### src/design/bplar_pkg.sv
// Shared types and constants for the button press latch / auto-repeat block.
package bplar_pkg;

    localparam int unsigned BTN_W = 5;
    localparam int unsigned NOW_W = 31;
    localparam int unsigned DL_W  = 32;
    localparam int unsigned CFG_W = 16;

    // op codes
    localparam logic [1:0] OP_EVENT = 2'd0;
    localparam logic [1:0] OP_QUERY = 2'd1;
    localparam logic [1:0] OP_TAKE  = 2'd2;

    // config register indexes
    localparam logic [1:0] CFG_FIRST_DELAY = 2'd0;
    localparam logic [1:0] CFG_REPEAT_INTV = 2'd1;
    localparam logic [1:0] CFG_FAST_INTV   = 2'd2;
    localparam logic [1:0] CFG_ACCEL_AFTER = 2'd3;

    localparam logic [CFG_W-1:0] RST_FIRST_DELAY = 16'd350;
    localparam logic [CFG_W-1:0] RST_REPEAT_INTV = 16'd60;
    localparam logic [CFG_W-1:0] RST_FAST_INTV   = 16'd25;
    localparam logic [CFG_W-1:0] RST_ACCEL_AFTER = 16'd1000;

    typedef struct packed {
        logic [1:0]       op;
        logic [BTN_W-1:0] button;
        logic             level;
        logic [NOW_W-1:0] now_ms;
    } t_in;

    typedef struct packed {
        logic fire;
        logic held;
    } t_out;

    typedef struct packed {
        logic             is_down;
        logic             press_latch;
        logic             armed;
        logic [DL_W-1:0]  next_fire_ms;
        logic [NOW_W-1:0] hold_start_ms;
    } t_entry;

    typedef struct packed {
        logic [CFG_W-1:0] first_delay_ms;
        logic [CFG_W-1:0] repeat_interval_ms;
        logic [CFG_W-1:0] fast_interval_ms;
        logic [CFG_W-1:0] accel_after_ms;
    } t_cfg;

endpackage

### src/design/bplar_mem.sv
// Per-button state memory: one write port, one registered read port, valid bits.
module bplar_mem #(
    parameter int unsigned BUTTONS = 17,
    parameter int unsigned IDX_W   = 5
) (
    input  logic                  i_clk,
    input  logic                  i_rst_n,
    input  logic                  i_rd_en,
    input  logic [IDX_W-1:0]      i_rd_idx,
    output bplar_pkg::t_entry     o_rd_data,
    input  logic                  i_wr_en,
    input  logic [IDX_W-1:0]      i_wr_idx,
    input  bplar_pkg::t_entry     i_wr_data
);
    import bplar_pkg::*;

    t_entry               r_mem [BUTTONS];
    logic [BUTTONS-1:0]   r_valid;
    t_entry               r_rd_data;
    logic                 r_rd_valid;

    always_ff @(posedge i_clk) begin
        if (i_wr_en) begin
            r_mem[i_wr_idx] <= i_wr_data;
        end
        if (i_rd_en) begin
            r_rd_data <= r_mem[i_rd_idx];
        end
    end

    always_ff @(posedge i_clk) begin
        if (!i_rst_n) begin
            r_valid    <= '0;
            r_rd_valid <= 1'b0;
        end else begin
            if (i_wr_en) begin
                r_valid[i_wr_idx] <= 1'b1;
            end
            if (i_rd_en) begin
                r_rd_valid <= r_valid[i_rd_idx];
            end
        end
    end

    // never-written entries read as the reset value (all zero)
    assign o_rd_data = r_rd_valid ? r_rd_data : '0;

endmodule

### src/design/bplar_upd.sv
// Entry update logic: applies one item to one button's state.
module bplar_upd (
    input  bplar_pkg::t_in    i_item,
    input  bplar_pkg::t_entry i_entry,
    input  bplar_pkg::t_cfg   i_cfg,
    output bplar_pkg::t_entry o_entry,
    output bplar_pkg::t_out   o_res
);
    import bplar_pkg::*;

    logic [DL_W-1:0] now_x;
    logic [DL_W-1:0] hold;
    logic            fast;
    logic [DL_W-1:0] nf_first;
    logic [DL_W-1:0] nf_rep;
    logic [DL_W-1:0] nf_fast;
    logic            due;
    t_entry          ent;
    logic            fire;

    assign now_x    = {1'b0, i_item.now_ms};
    assign hold     = now_x - {1'b0, i_entry.hold_start_ms};
    // signed hold; negative never counts as long
    assign fast     = !hold[DL_W-1] && (hold[DL_W-2:0] > {15'd0, i_cfg.accel_after_ms});
    assign nf_first = now_x + {16'd0, i_cfg.first_delay_ms};
    assign nf_rep   = now_x + {16'd0, i_cfg.repeat_interval_ms};
    assign nf_fast  = now_x + {16'd0, i_cfg.fast_interval_ms};
    assign due      = now_x >= i_entry.next_fire_ms;

    always_comb begin
        ent  = i_entry;
        fire = 1'b0;
        case (i_item.op)
            OP_EVENT: begin
                if (i_item.level && !i_entry.is_down) begin
                    ent.press_latch = 1'b1;
                end
                ent.is_down = i_item.level;
            end
            OP_QUERY: begin
                if (!i_entry.is_down) begin
                    ent.armed = 1'b0;
                end else if (!i_entry.armed) begin
                    ent.hold_start_ms = i_item.now_ms;
                    ent.next_fire_ms  = nf_first;
                    ent.armed         = 1'b1;
                    ent.press_latch   = 1'b0;
                    fire              = 1'b1;
                end else if (due) begin
                    ent.next_fire_ms = fast ? nf_fast : nf_rep;
                    fire             = 1'b1;
                end
            end
            OP_TAKE: begin
                fire            = i_entry.press_latch;
                ent.press_latch = 1'b0;
            end
            default: begin
            end
        endcase
    end

    assign o_entry  = ent;
    assign o_res.fire = fire;
    assign o_res.held = ent.is_down;

endmodule

### src/design/button_press_latch_auto_repeat_core.sv
// Top level: button press latch and auto-repeat with acceleration.
//
//  channel | signals                          | moves
//  --------+----------------------------------+--------------------------------
//  in      | i_in_valid / o_in_ready / i_in   | op, button, level, now_ms
//  out     | o_out_valid / i_out_ready / o_out| fire, held
//  cfg     | i_cfg_we / i_cfg_idx / i_cfg_data| register write, no handshake
//
// Each transaction is accepted in S_IDLE, where the accept edge launches the
// state memory read; S_EXEC then runs the update and writes the entry back
// together with loading the result register. The single registered memory
// read port sets this order. Reset clears every entry at once via valid bits.
// A result waiting in the output register does not block the next accept;
// only the write-back cycle stalls if the previous result is still untaken.
module button_press_latch_auto_repeat_core #(
    parameter int unsigned BUTTONS = 17
) (
    input  logic                            i_clk,
    input  logic                            i_rst_n,
    input  logic                            i_in_valid,
    output logic                            o_in_ready,
    input  bplar_pkg::t_in                  i_in,
    output logic                            o_out_valid,
    input  logic                            i_out_ready,
    output bplar_pkg::t_out                 o_out,
    input  logic                            i_cfg_we,
    input  logic [1:0]                      i_cfg_idx,
    input  logic [bplar_pkg::CFG_W-1:0]     i_cfg_data
);
    import bplar_pkg::*;

    localparam int unsigned IDX_W = (BUTTONS > 1) ? $clog2(BUTTONS) : 1;
    localparam logic [BTN_W:0] NUM_BTN = (BTN_W + 1)'(BUTTONS);

    typedef enum logic {
        S_IDLE,
        S_EXEC
    } t_state;

    t_state  r_state;
    t_in     r_item;
    logic    r_in_range;
    t_out    r_out;
    logic    r_out_valid;
    t_cfg    r_cfg;

    logic    in_acc;
    logic    in_range;
    logic    out_free;
    logic    done;
    t_entry  rd_entry;
    t_entry  upd_entry;
    t_out    upd_res;

    assign in_range = {1'b0, i_in.button} < NUM_BTN;
    assign in_acc   = i_in_valid && (r_state == S_IDLE);
    assign out_free = !r_out_valid || i_out_ready;
    // write-back only when the result register can take the result
    assign done     = (r_state == S_EXEC) && out_free;

    bplar_mem #(
        .BUTTONS (BUTTONS),
        .IDX_W   (IDX_W)
    ) u_mem (
        .i_clk     (i_clk),
        .i_rst_n   (i_rst_n),
        .i_rd_en   (in_acc && in_range),
        .i_rd_idx  (i_in.button[IDX_W-1:0]),
        .o_rd_data (rd_entry),
        .i_wr_en   (done && r_in_range),
        .i_wr_idx  (r_item.button[IDX_W-1:0]),
        .i_wr_data (upd_entry)
    );

    bplar_upd u_upd (
        .i_item  (r_item),
        .i_entry (rd_entry),
        .i_cfg   (r_cfg),
        .o_entry (upd_entry),
        .o_res   (upd_res)
    );

    // sequencer, result register
    always_ff @(posedge i_clk) begin
        if (!i_rst_n) begin
            r_state     <= S_IDLE;
            r_out_valid <= 1'b0;
        end else begin
            case (r_state)
                S_IDLE: begin
                    if (in_acc) begin
                        r_state <= S_EXEC;
                    end
                    if (i_out_ready) begin
                        r_out_valid <= 1'b0;
                    end
                end
                S_EXEC: begin
                    if (done) begin
                        r_state     <= S_IDLE;
                        r_out_valid <= 1'b1;
                    end
                end
                default: begin
                    r_state <= S_IDLE;
                end
            endcase
        end
    end

    // payload registers
    always_ff @(posedge i_clk) begin
        if (in_acc) begin
            r_item     <= i_in;
            r_in_range <= in_range;
        end
        if (done) begin
            // out-of-range button: no state change, all-zero result
            r_out <= r_in_range ? upd_res : '0;
        end
    end

    // configuration registers
    always_ff @(posedge i_clk) begin
        if (!i_rst_n) begin
            r_cfg.first_delay_ms     <= RST_FIRST_DELAY;
            r_cfg.repeat_interval_ms <= RST_REPEAT_INTV;
            r_cfg.fast_interval_ms   <= RST_FAST_INTV;
            r_cfg.accel_after_ms     <= RST_ACCEL_AFTER;
        end else if (i_cfg_we) begin
            case (i_cfg_idx)
                CFG_FIRST_DELAY: r_cfg.first_delay_ms     <= i_cfg_data;
                CFG_REPEAT_INTV: r_cfg.repeat_interval_ms <= i_cfg_data;
                CFG_FAST_INTV:   r_cfg.fast_interval_ms   <= i_cfg_data;
                CFG_ACCEL_AFTER: r_cfg.accel_after_ms     <= i_cfg_data;
                default: begin
                end
            endcase
        end
    end

    assign o_in_ready  = (r_state == S_IDLE);
    assign o_out_valid = r_out_valid;
    assign o_out       = r_out;

endmodule

### config.mk
export PLATFORM = sky130hd
export DESIGN_NAME = button_press_latch_auto_repeat_core
export DESIGN_NICKNAME = d
export VERILOG_FILES = /design/src/design/bplar_pkg.sv /design/src/design/bplar_mem.sv /design/src/design/bplar_upd.sv /design/src/design/button_press_latch_auto_repeat_core.sv
export SDC_FILE = /design/constraint.sdc
export NUM_CORES = 2
export LEC_CHECK = 0
export BUFFER_PORTS_ARGS = -buffer_cell sky130_fd_sc_hd__buf_2
export CAP_MARGIN = 15
export CORE_MARGIN = 2
export CORE_UTILIZATION = 65
export DETAILED_ROUTE_END_ITERATION = 7
export HOLD_SLACK_MARGIN = 0.03
export PLACE_DENSITY = 0.86
export SLEW_MARGIN = 20
export SYNTH_ARGS = -nofsm -noshare
export SYNTH_HDL_FRONTEND = slang
export SYNTH_SLANG_ARGS = --single-unit
### constraint.sdc
create_clock -name i_clk -period 19.4 [get_ports i_clk]
set_clock_uncertainty 0.2 [all_clocks]
set_input_delay 2.91 -clock i_clk [delete_from_list [all_inputs] [get_ports i_clk]]
set_output_delay 2.91 -clock i_clk [all_outputs]
set_load 0.005 [all_outputs]
==> metrics.txt <==
Worst setup EP type=register; pwr/cell area=roughly 100 nW/µm²; CP max FO=77; Final Critical Period=between 10000 and 15000 ps; DRT iter0 DRCs=around 4300; finished layout cell area=a little over 60000 µm²; final worst path period share=0.5305; Pwr Total=about 6100 µW; clock latency on the worst-skew pair=750 ps; FFs w/ async S/R, synth=0; Pleak=0.02041 µW; initial antenna violation count=1; register area share after synthesis=0.7031; Initial Util=0.6563; clock tree buffer depth=3; post-cts resize count=0; Final ANT Viol Nets=0; post-CTS setup buffer count=0; critical path arrival=10520 ps; GRT Util Overall=0.3434; Congestion Overflow GR=0; crit start category=register; Cell Area, Synth=around 55000 µm²; status=finished clean; most frequent cells in the layout=edfxtp_1, mux4_2, nand2_1; Synth cell types=86; Mean Syn Cell Area=approximately 18 µm²; Core ar.=around 84000 µm²; clock-pin slew on the worst setup and hold paths=~60 ps; Crit path max-delay family=compound AO/OA/AOI/OAI gates; CP bufs+invs=2; Buffers on Ports=65; Worst-Margin Slew=~1200 ps; row cnt=106; Num Clock Sinks=1314; #FFs+latches synth=1314; CTS Buf Count=130; maximum number of pins on one net before global-route repair=approximately 120; clk root buf=clkbuf_16; final hold slack=roughly 260 ps; Die X=a little under 300 µm; routability congestion estimate=between 0.9 and 1; # DRC=0; full die area=about 87000 µm²; maxcap violations=0; WS Path Type=reg -> reg; endpoints failing setup=0; Fmax achieved=about 97 MHz; Largest stage delay, worst path=700 ps; vias in the first global route=31670; syn_nets=3242; fin. max-slew vios=0; H-tree depth=4; Post-layout nets=around 3400; slowest library cell on the worst path=buf_4; Detail Placement HPWL=around 80000 µm; via count=between 30000 and 40000; cells after synthesis=~3100; Main synth FF type=edfxtp_1; Fillers=about 4700; EDFF count, synth=1230; hold buffers post-CTS=0; Area growth syn-to-layout=11.62%; DP Area=between 50000 and 60000 µm²; drt pass-1 iters=6; RSZ-0062 raised after global routing=false; Routed WL per cell=between 30 and 40 µm; Hold Fails Final Rpt=0; setup_tns=0 ps; layout cells sized above 1=0.2463; slew margin rel.=0.2145; first-pass GRT wire length=approximately 210000 µm; die height=around 300 µm; Max VDD drop=between 80 and 90 µV; I/O pin cnt=66; Warnings, synthesis=0; CTS tree=yes; leading cell type in the layout, fill and taps excluded=edfxtp_1; Via-to-Cell Ratio=about 7; routed wire length=approximately 150000 µm; worst endpoint required time=a little under 20000 ps; worst hold path type=reg -> reg
[synthesized netlist by cell type, types with 13 or more instances]
cell	number	area (µm²)
nand2_1	296	1111
a21oi_1	126	630.6
inv_1	42	157.7
clkbuf_1	115	431.7
xnor2_1	40	350.3
nand3_1	46	230.2
buf_1	26	97.59
mux2_2	74	833.3
nor2_1	108	405.4
a21o_1	30	225.2
dfxtp_1	84	1682
xor2_1	25	219.0
mux4_2	335	7545
and3_1	16	100.1
o21ai_0	96	480.5
edfxtp_1	1230	36940
ha_1	115	1439
o211ai_1	16	120.1
nor3_1	24	120.1
nand4_1	13	81.33
[final timing paths]
check              startpoint                  end  slack, ps  cells after the start
min                 r_cfg[14]            r_cfg[14]        260                      2
max reg2reg  u_mem.r_rd_valid  u_mem.r_mem[15][59]       9110                     33
max          u_mem.r_rd_valid  u_mem.r_mem[15][59]       9110                     33
min reg2reg         r_cfg[14]            r_cfg[14]        260                      2
[layout make-up]
type / count / area [µm²] / share of cell area
diodes: 1 / 2.502 / 0.00004082
clock buffers: 162 / 3468 / 0.05657
clock inverters: 72 / 685.7 / 0.01118
inverters: 43 / 162.7 / 0.002653
multi-input cells: 1557 / 15730 / 0.2566
flip-flops and latches: 1314 / 38620 / 0.6299
well taps: 1134 / 1419 / 0.02314
repair buffers: 173 / 1220 / 0.01990
[power breakdown]
part / total [µW] / switching [µW] / internal, µW
Sequential: 3150 / 26.2 / 3120
Combinational: 436 / 259 / 177
Clock: 2470 / 1060 / 1410
[registers in the layout, summed over array words and instances (netlist names)]
signal	count
u_mem.r_mem	1122
u_mem.r_rd_data	66
r_cfg	64
r_item	39
u_mem.r_valid	17
o_out	2
o_out_valid	1
r_in_range	1
r_state	1
u_mem.r_rd_valid	1
[logic make-up after synthesis]
family	share of synthesized area
XOR/XNOR	0.01036
adder cells (fa/ha/maj)	0.02729
flip-flops	0.7031
AO/OA/AOI/OAI	0.04319
AND/OR/NAND/NOR	0.04563
multiplexers	0.1568
buffers and inverters	0.01364
[tightest hold or removal path, delay by kind of cell, from the launching register on]
family           cells  cell delay [ps]
AO/OA/AOI/OAI        1               50
flip-flops           1              310
AND/OR/NAND/NOR      1               50
[per-layer routing]
layer / share of wire / global-route usage / wire, µm
met4: 0.041 / 0.1450 / 5983
met3: 0.11 / 0.06184 / 15270
met5: 0 / 0 / 0
met1: 0.36 / 0.4641 / 52130
met2: 0.50 / 0.5598 / 72000
[stage by stage]
stage | setup slack [ps] | util | std cells
final | 9109 | 0.7326 | 4456
after detailed placement | 9117 | 0.6821 | 4220
after global routing | 8726 | 0.7326 | 4456
after floorplan | 8956 | - | 3062
after global placement | 9022 | 0.6821 | 4220
after CTS | 9025 | 0.7318 | 4454
(Power assumes the default switching activity.)
